--- src/rtl/tmra_pkg.sv ---
// shared constants for the trimmed mean rolling average block
`default_nettype none

package tmra_pkg;

	localparam int SAMPLE_W = 12;
	localparam int SPB_DEF = 10;
	localparam int HD_DEF = 10;
	localparam logic [SAMPLE_W-1:0] SAMPLE_MAX = '1;

	localparam int S_TDATA_W = 16;
	localparam int M_TDATA_W = 24;

endpackage

`default_nettype wire

--- src/rtl/tmra_acc.sv ---
// block accumulator: running sum, minimum, maximum and sample count
`default_nettype none

module tmra_acc
	import tmra_pkg::*;
#(
	parameter int SAMPLES_PER_BLOCK = SPB_DEF,
	parameter int SUM_W = SAMPLE_W + $clog2(SPB_DEF)
) (
	input  wire logic                clk,
	input  wire logic                arst_n,
	input  wire logic                take,
	input  wire logic [SAMPLE_W-1:0] sample,
	output logic                     at_last,
	output logic [SUM_W-1:0]         rest
);

	localparam int CNT_W = $clog2(SAMPLES_PER_BLOCK);
	localparam logic [CNT_W-1:0] CNT_LAST = CNT_W'(SAMPLES_PER_BLOCK - 1);

	logic [SUM_W-1:0]    sum_q;
	logic [SAMPLE_W-1:0] min_q;
	logic [SAMPLE_W-1:0] max_q;
	logic [CNT_W-1:0]    cnt_q;
	logic [SUM_W-1:0]    sum_nx;
	logic [SAMPLE_W-1:0] min_nx;
	logic [SAMPLE_W-1:0] max_nx;

	// values including the incoming sample
	always_comb begin
		sum_nx = sum_q + SUM_W'(sample);
		min_nx = (sample < min_q) ? sample : min_q;
		max_nx = (sample > max_q) ? sample : max_q;
		rest = sum_nx - SUM_W'(min_nx) - SUM_W'(max_nx);
	end

	assign at_last = (cnt_q == CNT_LAST);

	// accumulators restart after the last sample of a block
	always_ff @(posedge clk or negedge arst_n) begin
		if (!arst_n) begin
			sum_q <= '0;
			min_q <= SAMPLE_MAX;
			max_q <= '0;
			cnt_q <= '0;
		end else if (take) begin
			if (at_last) begin
				sum_q <= '0;
				min_q <= SAMPLE_MAX;
				max_q <= '0;
				cnt_q <= '0;
			end else begin
				sum_q <= sum_nx;
				min_q <= min_nx;
				max_q <= max_nx;
				cnt_q <= cnt_q + 1'b1;
			end
		end
	end

endmodule

`default_nettype wire

--- src/rtl/tmra_cdiv.sv ---
// division by a constant through a registered reciprocal multiply
`default_nettype none

module tmra_cdiv #(
	parameter int XW = 18,
	parameter int QW = 12,
	parameter int DIV = 8
) (
	input  wire logic          clk,
	input  wire logic          load,
	input  wire logic [XW-1:0] x,
	output logic [QW-1:0]      q
);

	// ceil(2^SHIFT / DIV) is exact for every x below 2^XW
	localparam int SHIFT = XW + $clog2(DIV);
	localparam int MW = XW + 2;
	localparam int PW = XW + MW;
	localparam logic [MW-1:0] MULT =
		MW'(((64'd1 << SHIFT) + 64'(DIV) - 64'd1) / 64'(DIV));

	logic [PW-1:0] prod_q;

	// product register
	always_ff @(posedge clk) begin
		if (load) begin
			prod_q <= PW'(x) * PW'(MULT);
		end
	end

	assign q = prod_q[SHIFT +: QW];

endmodule

`default_nettype wire

--- src/rtl/tmra_cell.sv ---
// one history cell: holds a block mean and passes it to the next cell
`default_nettype none

module tmra_cell
	import tmra_pkg::*;
(
	input  wire logic                clk,
	input  wire logic                arst_n,
	input  wire logic                shift,
	input  wire logic [SAMPLE_W-1:0] d,
	output logic [SAMPLE_W-1:0]      q
);

	logic [SAMPLE_W-1:0] val_q;

	// history entries start at zero
	always_ff @(posedge clk or negedge arst_n) begin
		if (!arst_n) begin
			val_q <= '0;
		end else if (shift) begin
			val_q <= d;
		end
	end

	assign q = val_q;

endmodule

`default_nettype wire

--- src/rtl/trimmed_mean_rolling_average.sv ---
// Trimmed mean block filter with a moving average over the last block means.
// One sample is taken per clock while input ready is high. After every
// SAMPLES_PER_BLOCK samples the sum less one minimum and one maximum is
// divided by SAMPLES_PER_BLOCK - 2, the mean shifts into a chain of
// HISTORY_DEPTH cells (zero after reset), and one result carries the chain
// average and the block mean. The pipeline from the last sample of a block
// to the output is the accumulator, a reciprocal multiply for the block mean,
// the cell chain with its running sum, a reciprocal multiply for the average
// and the output register. Input ready drops only on the last sample of a
// block while the first stage is held by output back pressure.
`default_nettype none

module trimmed_mean_rolling_average
	import tmra_pkg::*;
#(
	parameter int SAMPLES_PER_BLOCK = SPB_DEF,
	parameter int HISTORY_DEPTH = HD_DEF
) (
	input  wire logic                 clk,
	input  wire logic                 arst_n,
	input  wire logic                 s_tvalid,
	output logic                      s_tready,
	// [11:0] sample
	input  wire logic [S_TDATA_W-1:0] s_tdata,
	output logic                      m_tvalid,
	input  wire logic                 m_tready,
	// [11:0] filtered_average, [23:12] block_mean
	output logic [M_TDATA_W-1:0]      m_tdata
);

	localparam int SUM_W = SAMPLE_W + $clog2(SAMPLES_PER_BLOCK);
	localparam int HSUM_W = SAMPLE_W + $clog2(HISTORY_DEPTH);

	logic                take;
	logic                at_last;
	logic [SUM_W-1:0]    rest;
	logic                valid_s1, valid_s2, valid_s3, valid_s4;
	logic [SUM_W-1:0]    rest_s1;
	logic [SAMPLE_W-1:0] mean;
	logic [SAMPLE_W-1:0] mean_s3, mean_s4;
	logic [HSUM_W-1:0]   hsum_q;
	logic [HSUM_W-1:0]   hsum_nx;
	logic [HSUM_W-1:0]   hsum_s3;
	logic [SAMPLE_W-1:0] avg;
	logic                m_tvalid_q;
	logic [SAMPLE_W-1:0] avg_q, mean_q;
	logic                ld1, ld2, ld3, ld4, ld_out;
	logic                free1, free2, free3, free4;
	logic [SAMPLE_W-1:0] cell_q [HISTORY_DEPTH];

	// stage advance, each stage moves when the one after it has room
	always_comb begin
		ld_out = valid_s4 && (!m_tvalid_q || m_tready);
		free4 = !valid_s4 || ld_out;
		ld4 = valid_s3 && free4;
		free3 = !valid_s3 || ld4;
		ld3 = valid_s2 && free3;
		free2 = !valid_s2 || ld3;
		ld2 = valid_s1 && free2;
		free1 = !valid_s1 || ld2;
	end

	assign s_tready = !at_last || free1;
	assign take = s_tvalid && s_tready;
	assign ld1 = take && at_last;

	tmra_acc #(
		.SAMPLES_PER_BLOCK(SAMPLES_PER_BLOCK),
		.SUM_W(SUM_W)
	) u_acc (
		.clk(clk),
		.arst_n(arst_n),
		.take(take),
		.sample(s_tdata[SAMPLE_W-1:0]),
		.at_last(at_last),
		.rest(rest)
	);

	// stage valid bits
	always_ff @(posedge clk or negedge arst_n) begin
		if (!arst_n) begin
			valid_s1 <= 1'b0;
			valid_s2 <= 1'b0;
			valid_s3 <= 1'b0;
			valid_s4 <= 1'b0;
			m_tvalid_q <= 1'b0;
		end else begin
			if (ld1 || ld2) valid_s1 <= ld1;
			if (ld2 || ld3) valid_s2 <= ld2;
			if (ld3 || ld4) valid_s3 <= ld3;
			if (ld4 || ld_out) valid_s4 <= ld4;
			if (ld_out || m_tready) m_tvalid_q <= ld_out;
		end
	end

	// trimmed block sum
	always_ff @(posedge clk) begin
		if (ld1) begin
			rest_s1 <= rest;
		end
	end

	tmra_cdiv #(
		.XW(SUM_W),
		.QW(SAMPLE_W),
		.DIV(SAMPLES_PER_BLOCK - 2)
	) u_mean_div (
		.clk(clk),
		.load(ld2),
		.x(rest_s1),
		.q(mean)
	);

	// history chain, the oldest mean drops out of the last cell
	generate
		for (genvar i = 0; i < HISTORY_DEPTH; i++) begin : g_cell
			tmra_cell u_cell (
				.clk(clk),
				.arst_n(arst_n),
				.shift(ld3),
				.d((i == 0) ? mean : cell_q[(i == 0) ? 0 : i - 1]),
				.q(cell_q[i])
			);
		end
	endgenerate

	assign hsum_nx = hsum_q - HSUM_W'(cell_q[HISTORY_DEPTH-1]) + HSUM_W'(mean);

	// running sum of all cells
	always_ff @(posedge clk or negedge arst_n) begin
		if (!arst_n) begin
			hsum_q <= '0;
		end else if (ld3) begin
			hsum_q <= hsum_nx;
		end
	end

	always_ff @(posedge clk) begin
		if (ld3) begin
			hsum_s3 <= hsum_nx;
			mean_s3 <= mean;
		end
	end

	tmra_cdiv #(
		.XW(HSUM_W),
		.QW(SAMPLE_W),
		.DIV(HISTORY_DEPTH)
	) u_avg_div (
		.clk(clk),
		.load(ld4),
		.x(hsum_s3),
		.q(avg)
	);

	always_ff @(posedge clk) begin
		if (ld4) begin
			mean_s4 <= mean_s3;
		end
	end

	// output register
	always_ff @(posedge clk) begin
		if (ld_out) begin
			avg_q <= avg;
			mean_q <= mean_s4;
		end
	end

	assign m_tvalid = m_tvalid_q;
	assign m_tdata = {mean_q, avg_q};

endmodule

`default_nettype wire

--- config.mk ---
export PLATFORM = sky130hd
export DESIGN_NAME = trimmed_mean_rolling_average
export DESIGN_NICKNAME = d
export VERILOG_FILES = /design/src/rtl/tmra_pkg.sv /design/src/rtl/tmra_acc.sv /design/src/rtl/tmra_cdiv.sv /design/src/rtl/tmra_cell.sv /design/src/rtl/trimmed_mean_rolling_average.sv
export SDC_FILE = /design/constraint.sdc
export NUM_CORES = 1
export LEC_CHECK = 0
export ABC_AREA = 1
export BUFFER_PORTS_ARGS = -buffer_cell sky130_fd_sc_hd__buf_4
export CAP_MARGIN = 10
export CORE_MARGIN = 10
export CORE_UTILIZATION = 69
export CTS_CLUSTER_SIZE = 40
export DETAILED_ROUTE_END_ITERATION = 6
export PLACE_DENSITY = 0.95
export SLEW_MARGIN = 40
export SYNTH_ARGS = -nofsm -noshare
export SYNTH_HDL_FRONTEND = slang
export SYNTH_SLANG_ARGS = --single-unit
--- constraint.sdc ---
create_clock -name clk -period 13.4 [get_ports clk]
set_clock_uncertainty 0.05 [all_clocks]
set_input_delay 3.35 -clock clk [delete_from_list [all_inputs] [get_ports clk]]
set_output_delay 3.35 -clock clk [all_outputs]
set_load 0.05 [all_outputs]
==> impl_results.md <==
* Vias/cell at 5.72
* Status: finished, final reports clean
* Most used DFF post-synth: dfrtp_1
* Synth warn at 0
* Yosys top cell by area: dfrtp_1
* CP Capture Type: output port
* CORE AREA at 27000 µm²
* GRT Util Overall at 27.1%
* Yosys cell types at 39
* Gr ovfl total at 0
* Antenna violations before repair at 0
* Setup crit start kind: primary input
* Worst Path Max Fanout at 4
* Post-CTS sizing at 0
* # diodes at 0
* WL per Instance at 17.8 µm
* Hold_buf cts at 0
* Width of the die at 186 µm
* RSZ-0062 raised after global routing: false
* Final net count at 2502
* Largest net degree at the start of global routing at 109
* Synth cell count leaders: nand2_1, inv_1, ha_1
* Gate Count Post-Synth at 2153
* FF-to-FF path depth at 16
* Fin crit share at 57.1%
* Setup TNS at 0 ns
* Synth top area share at between 20% and 30%
* Synth-to-layout area growth at 8.30%
* Sequential fraction of the synthesis area at 40.3%
* CTS sink cnt at 284
* TritonRoute pass-1 iters at 7
* Hold WC Path Type: reg -> reg
* Area of placed instances at 19500 µm²
* Routed WL at 45400 µm
* Initial Util at ~70%
* Row count at 60
* Max Cap Viol at 0
* DP HPWL at 34000 µm
* First-pass GRT wire length at 74100 µm
* Hold path depth at 0
* Fmax at 131 MHz
* EDFF count, synth at 100
* Initial DRC Count at 1244
* Die Span Y at 186 µm
* Min-Delay Endpoint: mean_q[9]$_DFFE_PP_
* Crit path DAT at 4.26 ns
* Vias in the first global route at around 15000
* Clock Pin Slew Worst Setup and Hold Paths at roughly 0.06 ns
* Syn_area_per_cell at just under 9 µm²
* IO buf count at roughly 40
* Post-Layout Inst Area at ~20000 µm²
* Clk_lat worst skew at 0.56 ns
* Via count at 14600
* Post-route ant nets at 0
* Final min period at 7.66 ns
* Ports at 46
* Slew Limit Fails at 0
* Die ar. at 34400 µm²
* Final Hold Viols at 0
* Reg-to-reg critical path startpoint: hsum_s3[5]$_DFFE_PP_
* #FFs+latches synth at 284
* Synth Net Count at 2466
* Required time worst endpoint at 10.00 ns
* Setup violations, final at 0
* Most instantiated library cell after synthesis: nand2_1
* CP Class: in -> out
* Share of layout cells above drive strength 1 at just over 6%
* Root Buffer: clkbuf_16
* Core Util, Final at between 70% and 80%
* Filler instances at 1761
* DRC viols at 0
* Area of the mapped netlist at 18900 µm²
* Post-CTS Setup Bufs at 0
* Worst R2R End: u_avg_div.prod_q[29]$_DFFE_PP_
* Area contributors post-synth: dfrtp_1, edfxtp_1, ha_1, fa_1, nand2_1
* Least-Margin Pin Slew at 0.858 ns
* Reg2reg setup slack at 7.82 ns
* H-tree Lvls at 1
* Slew HR at between 40% and 50%
* Clk buf depth at 3
* Async S/R FF share, synth at roughly 65%
* Final Wtd Congestion at between 0.9 and 1
* TritonCTS clock tree: yes
* Min-delay src: mean_s4[9]$_DFFE_PP_
* Cts bufs inserted at 29
==> state kept, by name (all words and copies together) (netlist names), 15 cells and up <==
name             flops
u_acc.sum_q         15
hsum_s3             16
hsum_q              16
g_cell.u_cell.q    120
==> layer usage <==
layer	wire length (µm)	GRT usage, %	up-vias
met2	21700	45.1	602
met3	3190	4.09	126
met5	0	0	-
met1	18800	34.9	7048
met4	1720	11.1	0
li1	-	-	6831
==> critical path, cell delays in order <==
cell and delay [ns]:
buf_4 0.12, inv_2 0.07, nand2_2 0.07, nor2_4 0.13, nand2_4 0.09, nor2_4 0.12
nand3_2 0.10, buf_4 0.20
==> cell usage in the layout, fill, tap and decap left out, drive strengths merged <==
cell type	synthesis	routed
a21boi	2	2
a21o	6	6
a21oi	75	75
a22o	3	3
a31oi	1	1
and2	18	18
buf	30	47
bufinv	0	2
clkbuf	12	38
clkinv	0	7
clkinvlp	0	2
dfrtp	172	172
dfstp	12	12
edfxtp	100	100
fa	103	103
ha	190	190
inv	445	449
nand2	550	550
nand2b	1	1
nand3	104	104
nand3b	11	11
nand4	20	20
nor2	93	93
nor3	11	11
nor4	1	1
o211ai	1	1
o21a	4	4
o21ai	150	150
o21bai	7	7
o22ai	1	1
xnor2	10	10
xor2	20	20
==> logic make-up after synthesis <==
group           share of synthesized area [%]
flops                                    40.3
simple gates                             17.9
compound gates                           6.95
fa+ha+maj                                23.5
xor+xnor                                 1.39
buf+inv                                  9.99
==> how the worst max path moves through the flow <==
stage,startpoint,endpoint,slack [ns],cells after the start
2_1_floorplan,m_tready,s_tready,5.99,6
4_1_cts,m_tready,s_tready,5.73,8
6_report,m_tready,s_tready,5.74,8
3_5_place_dp,s_tdata[11],rest_s1[14]$_DFFE_PP_,5.72,18
3_3_place_gp,s_tdata[11],rest_s1[14]$_DFFE_PP_,5.79,18
5_1_grt,m_tready,s_tready,5.69,8
==> per-stage QoR <==
stage / setup WS, ns / hold WS [ns] / std cells
6_report: 5.74 / 0.349 / 2552
5_1_grt: 5.69 / 0.357 / 2552
4_1_cts: 5.73 / 0.354 / 2551
3_5_place_dp: 5.72 / 0.355 / 2498
3_3_place_gp: 5.79 / 0.351 / 2498
2_1_floorplan: 5.99 / 0.350 / 2153
==> layout make-up <==
type	count	area, µm²	share of cell area [%]
clock buffer	38	812	3.96
clock inverter	15	151	0.739
inverter	445	1680	8.18
multi-input combinational	1382	9420	46.0
sequential	284	7620	37.2
tap	341	427	2.08
timing repair buffer	47	384	1.87
Power is not shown: default switching activity piles up to over one toggle a cycle in this logic, so the estimate is an artifact.
